`src/tgr_pkg.sv`:
```
// ---------------------------------------------------------------------------
// tgr_pkg: shared types and constants for the glyph rasterizer
// Geometry limits, control codes, fade math constants and the
// command/status structs between controller and datapath.
// ---------------------------------------------------------------------------
package tgr_pkg;

    localparam int GLYPH_HEIGHT = 16;
    localparam int GLYPH_WIDTH  = 8;
    localparam int MAX_COLS     = 120;
    localparam int MAX_ROWS     = 40;

    localparam int COL_W   = 7;
    localparam int ROW_W   = 6;
    localparam int GROW_W  = 4;
    localparam int CODE_W  = 8;
    localparam int FADDR_W = 12;
    localparam int COLOR_W = 24;
    localparam int PCT_W   = 7;
    localparam int PROD_W  = 15;
    localparam int FONT_DEPTH = 4096;

    localparam logic [COLOR_W-1:0] FORE_RESET = 24'hffffff;
    localparam logic [COLOR_W-1:0] BACK_RESET = 24'h242418;

    // x/100 for x < 25600 as (x * 5243) >> 19
    localparam logic [12:0] FADE_RECIP = 13'd5243;
    localparam int          FADE_SHIFT = 19;

    localparam logic [CODE_W-1:0] CODE_BS = 8'd8;
    localparam logic [CODE_W-1:0] CODE_LF = 8'd10;
    localparam logic [CODE_W-1:0] CODE_CR = 8'd13;

    localparam logic [1:0] REG_FORE = 2'd0;
    localparam logic [1:0] REG_BACK = 2'd1;
    localparam logic [1:0] REG_COLS = 2'd2;
    localparam logic [1:0] REG_ROWS = 2'd3;

    localparam logic [GROW_W-1:0] LAST_GROW = 4'(GLYPH_HEIGHT - 1);

    typedef struct packed {
        logic              accept;      // input word taken this cycle
        logic              font_wr;     // write font byte
        logic              cursor_upd;  // render word: capture cell, move cursor
        logic              s1_load;     // load fetch stage
        logic              s1_glyph;    // fetch stage entry carries a glyph row
        logic              from_input;  // address font by input code
        logic [GROW_W-1:0] row;
        logic              row_last;
    } tgr_cmd_t;

    typedef struct packed {
        logic s1_free;
        logic is_ctrl_code;
    } tgr_status_t;

    // 100 - (row*100/16)/2
    function automatic logic [PCT_W-1:0] fade_pct(input logic [GROW_W-1:0] row);
        logic [PCT_W-1:0] p;
        case (row)
            4'd0:    p = 7'd100;
            4'd1:    p = 7'd97;
            4'd2:    p = 7'd94;
            4'd3:    p = 7'd91;
            4'd4:    p = 7'd88;
            4'd5:    p = 7'd85;
            4'd6:    p = 7'd82;
            4'd7:    p = 7'd79;
            4'd8:    p = 7'd75;
            4'd9:    p = 7'd72;
            4'd10:   p = 7'd69;
            4'd11:   p = 7'd66;
            4'd12:   p = 7'd63;
            4'd13:   p = 7'd60;
            4'd14:   p = 7'd57;
            4'd15:   p = 7'd54;
            default: p = 7'd100;
        endcase
        return p;
    endfunction

endpackage

```
`src/tgr_ctrl.sv`:
```
// ---------------------------------------------------------------------------
// tgr_ctrl: sequencing controller
// Takes input words and steps through the 16 glyph rows of a character.
// ---------------------------------------------------------------------------
module tgr_ctrl (
    input  logic                clk,
    input  logic                rst_n,
    input  logic                in_valid,
    input  logic                in_cmd,
    output logic                in_ready,
    input  tgr_pkg::tgr_status_t status,
    output tgr_pkg::tgr_cmd_t    cmd_o
);

    typedef enum logic [1:0] {
        ST_IDLE = 2'b01,
        ST_ROWS = 2'b10
    } state_t;

    state_t                     state_reg, state_next;
    logic [tgr_pkg::GROW_W-1:0] row_cnt_reg, row_cnt_next;

    always_comb
    begin
        state_next   = state_reg;
        row_cnt_next = row_cnt_reg;
        in_ready     = 1'b0;
        cmd_o        = '0;
        case (state_reg)
            ST_IDLE:
            begin
                in_ready     = status.s1_free;
                cmd_o.accept = in_valid && status.s1_free;
                if (cmd_o.accept && in_cmd)
                begin
                    cmd_o.font_wr = 1'b1;
                end
                else if (cmd_o.accept)
                begin
                    cmd_o.cursor_upd = 1'b1;
                    cmd_o.s1_load    = 1'b1;
                    if (status.is_ctrl_code)
                    begin
                        cmd_o.row_last = 1'b1;
                    end
                    else
                    begin
                        // row 0 is fetched straight off the input code
                        cmd_o.s1_glyph   = 1'b1;
                        cmd_o.from_input = 1'b1;
                        row_cnt_next     = 4'd1;
                        state_next       = ST_ROWS;
                    end
                end
            end
            ST_ROWS:
            begin
                if (status.s1_free)
                begin
                    cmd_o.s1_load  = 1'b1;
                    cmd_o.s1_glyph = 1'b1;
                    cmd_o.row      = row_cnt_reg;
                    cmd_o.row_last = (row_cnt_reg == tgr_pkg::LAST_GROW);
                    row_cnt_next   = row_cnt_reg + 4'd1;
                    if (row_cnt_reg == tgr_pkg::LAST_GROW)
                    begin
                        state_next = ST_IDLE;
                    end
                end
            end
            default:
            begin
                state_next = ST_IDLE;
            end
        endcase
    end

    always_ff @(posedge clk or negedge rst_n)
    begin
        if (!rst_n)
        begin
            state_reg   <= ST_IDLE;
            row_cnt_reg <= '0;
        end
        else
        begin
            state_reg   <= state_next;
            row_cnt_reg <= row_cnt_next;
        end
    end

`ifndef NO_ASSERTIONS
    // row 0 is always issued from idle, never from the row loop
    a_rows_cnt_nonzero: assert property (@(posedge clk) disable iff (!rst_n)
        state_reg == ST_ROWS |-> row_cnt_reg != '0)
        else $error("row loop entered with row counter at zero");

    // after the last row the controller is back in idle
    a_last_row_idle: assert property (@(posedge clk) disable iff (!rst_n)
        state_reg == ST_ROWS && cmd_o.s1_load && cmd_o.row_last |=> state_reg == ST_IDLE)
        else $error("controller did not return to idle after last row");
`endif

endmodule

```
`config.mk`:
```
export PLATFORM = sky130hd
export DESIGN_NAME = tgr_ctrl
export DESIGN_NICKNAME = d
export VERILOG_FILES = /design/src/tgr_pkg.sv /design/src/tgr_ctrl.sv
export SDC_FILE = /design/constraint.sdc
export NUM_CORES = 1
export LEC_CHECK = 0
export ABC_AREA = 1
export BUFFER_PORTS_ARGS = -buffer_cell sky130_fd_sc_hd__buf_4
export CORE_MARGIN = 2
export CORE_UTILIZATION = 30
export CTS_CLUSTER_SIZE = 12
export DETAILED_ROUTE_END_ITERATION = 6
export HOLD_SLACK_MARGIN = 0.15
export PLACE_DENSITY_LB_ADDON = 0.12
export SYNTH_ARGS = -nofsm -noshare
export SYNTH_HDL_FRONTEND = slang
export SYNTH_SLANG_ARGS = --single-unit
```
`constraint.sdc`:
```
create_clock -name clk -period 1.68 [get_ports clk]
set_input_delay 0.084 -clock clk [delete_from_list [all_inputs] [get_ports clk]]
set_output_delay 0.084 -clock clk [all_outputs]
set_load 0.03 [all_outputs]
```
==> impl_metrics.csv <==
group,metric,value,unit
placed_design,dp.cells,117,
clock_network,cts.sinks,6,
setup_path,reg2reg_slack,0.15,ns
clock_network,clock_tree_from_tritoncts,"built",
yosys,synth_nets,90,
route,drt_first_pass_iters,4,
route,viasPerCell,4.70,
yosys,synth.cell_area,512,um2
route,wirelength,1260,um
yosys,yosysTopAreaCell,"sky130_fd_sc_hd__dfrtp_1",
power,clkPwrFrac,11.8,%
power,power.leakage,0.436,nW
yosys,combinational_family_with_the_most_area_after_synthesis,"simple AND/OR/NAND/NOR gates",
global_route,grt_pass1_vias,527,
setup_path,critical_path_required,1.60,ns
yosys,post_synth_num_cell_types,14,
global_route,gr-total-overflow,0,
yosys,synth_simple_gate_area_share,47.4,%
route,drt_iter0_drcs,5,
power,power.ir.vdd_worst,0.900,mV
clock_network,cts-buffers-inserted,3,
clock_network,htree_levels,1,
yosys,yosysTopAreaCellShare,24.4,%
floorplan,die-height,45.3,um
cells_and_area,insertedDiodeCount,0,
yosys,synth-compound-area-share,2.93,%
global_route,first_pass_grt_wire_length,2250,um
job,timing.max_cap.violations,0,
floorplan,boundaryPins,18,
cells_and_area,post_route_cells_drive_above_1_share,37.6,%
setup_path,maximum_fanout_count_along_the_critical_path,4,
sta,fin_skew,0.00639,ns
floorplan,rows,14,
sta,setup_viol_count_final,0,
placed_design,dpl_cell_area,733,um2
global_route,initial_antenna_violation_count,0,
power,switching_power,0.609,mW
route,route.detailed.drc,0,
sta,slew_viol_final,0,
placed_design,dp.final_hpwl,988,um
yosys,ys.flop_type,"sky130_fd_sc_hd__dfrtp_1",
sta,finalCriticalPeriod,1.67,ns
yosys,synth-seq-area-share,29.6,%
yosys,synthesis.area_per_instance,6.32,um2
cells_and_area,stdcell_area,821,um2
sta,clock.fmax,599,MHz
yosys,synth-edff-count,0,
power,fin_total_pwr,1.24,mW
clock_network,clock_latency,0.25,ns
yosys,synth.area.mux_share,0,%
setup_path,path_delay_family,"flip-flops",
yosys,synthesis.yosys.warnings,0,
cells_and_area,areaGrowthSynthToFinish,60.4,%
route,postRouteAntennaNets,0,
setup_path,cp_cell_sequence,"ha_4 > inv_4 > nor3_4 > nand2_2 > a21oi_4 > buf_6",
route,average_wire_per_standard_cell,10.1,um
floorplan,die_area,2050,um2
global_route,grt_start_max_net_pins,7,
setup_path,slowest_delay,0.55,ns
sta,worst_pin_slew,0.291,ns
run_status,outcome,"complete, no violations",
sta,timing.final.crit_share,99.3,%
clock_network,max-clock-path-buffers,2,
sta,timing.max_slew.rel_slack,80.6,%
setup_path,critical-path-slowest-cell,"sky130_fd_sc_hd__dfstp_2",
sta,rsz_0062_raised_after_global_routing,"true",
yosys,synth_adder_area_share,7.33,%
clock_network,clockRootBuffer,"sky130_fd_sc_hd__clkbuf_4",
setup_path,path_buf_inv,2,
placed_design,numPortBuffers,17,
power,pwr_density_cell,1510,nW/um2
yosys,synth_cells,81,
cells_and_area,instances_no_fill,125,
yosys,asyncSetResetFlopFracSynth,100,%
power,comb_power_share,64.4,%
global_route,grtUsageTotal,14.9,%
cells_and_area,largest_reg_flops,4,
yosys,synth_seq_cells,6,
yosys,post_synth_main_area_contributors,"sky130_fd_sc_hd__dfrtp_1 (24%), sky130_fd_sc_hd__nand2_1 (23%), sky130_fd_sc_hd__inv_1 (10%)",
setup_path,critical_path.endpoint_type,"output port",
floorplan,design.core.area,1560,um2
setup_path,data_arrival_time_of_the_critical_path,1.58,ns
route,via_count,587,
power,p_int,0.631,mW
yosys,yosys.area_share.xor_xnor,1.71,%
sta,hold_viol_final,0,
worst_hold_path,hold_path_class,"primary input to async pin",
yosys,synthMostInstantiatedCell,"sky130_fd_sc_hd__nand2_1",
setup_path,startpoint_type,"register",
placed_design,gp_congestion,0.748,
floorplan,start_util,32.8,%
yosys,synth_commonest_cells,"sky130_fd_sc_hd__nand2_1 (31), sky130_fd_sc_hd__inv_1 (14), sky130_fd_sc_hd__nand4_1 (6), sky130_fd_sc_hd__nor2_1 (6)",
floorplan,die_w,45.3,um
power,switching_portion_of_total_power,49.1,%
setup_path,criticalPathCategory,"register to output port",
clock_network,cts.clk_slew.worst_paths,0.05,ns
power,seq_power_share,23.8,%
sta,hold-worst-slack,0.195,ns
cells_and_area,finish.net_count,119,
[worst paths after layout]
check	startpoint	to	cells past startpoint
worst max-delay path	state_reg[0]	cmd_o[6]	6
worst min-delay path	rst_n	row_cnt_reg[0]	2
worst max register to register	state_reg[0]	row_cnt_reg[3]	9
worst min register to register	state_reg[0]	state_reg[0]	2
max in group asynchronous	rst_n	state_reg[0]	2
min in group clk	status[0]	state_reg[0]	6
[cells in the final DEF, fill, tap and decap left out, drive strengths merged]
cell         synthesis  layout
nand2               31      31
buf                  0      23
inv                 15      15
nor2                 9       9
nand4                6       6
nand3                5       5
dfrtp                5       5
clkbuf               0       4
a21oi                3       3
ha                   3       3
nor3                 1       1
or2                  1       1
xnor2                1       1
dlygate4sd3          0       1
dfstp                1       1
[metrics by stage]
stage / worst slack, ns / util, % / TNS, ns
floorplan: 0.00424 / - / 0
global placement: 0.117 / 47.0 / 0
detailed placement: 0.123 / 47.0 / 0
CTS: -0.00822 / 51.8 / -0.0146
global route: -0.112 / 52.6 / -0.310
finish: 0.0116 / 52.6 / 0
[what timing repair did]
action,CTS,global route
cloned,0,0
setup endpoints to repair,4,5
hold buffers,1,0
setup buffers,3,0
pin swaps,6,0
hold endpoints to repair,6,0
resized for setup,5,4
[power by group through the flow]
stage	clock, mW	sequential [mW]	combinational [mW]
6_report	0.147	0.295	0.798
5_1_grt	0.168	0.307	0.887
4_1_cts	0.155	0.294	0.795
3_5_place_dp	0	0.298	0.725
3_3_place_gp	0	0.296	0.737
2_1_floorplan	0	0.277	0.549
[logic make-up after synthesis]
logic type	after synthesis
AOI/OAI and AO/OA	3
xor gates and xnor gates	1
adders and majority gates	3
buffers and inverters	15
DFF	6
and+or+nand+nor	53
[cell type report]
| cell class | instances | area (um2) |
|---|---|---|
| timing repair buffer | 24 | 198 |
| clock buffer | 4 | 26.3 |
| fill | 153 | 738 |
| sequential | 6 | 153 |
| inverter | 15 | 58.8 |
| tap | 16 | 20.0 |
| multi-input combinational | 60 | 365 |
[metal layers]
layer | share of wire, % | routed length, um | GRT usage (%)
met2 | 49 | 621 | 23.4
met4 | 0 | 0 | 3.53
met1 | 46 | 582 | 19.2
met5 | 0 | 0 | 0
met3 | 4.6 | 58 | 6.00
(Power assumes the default switching activity.)
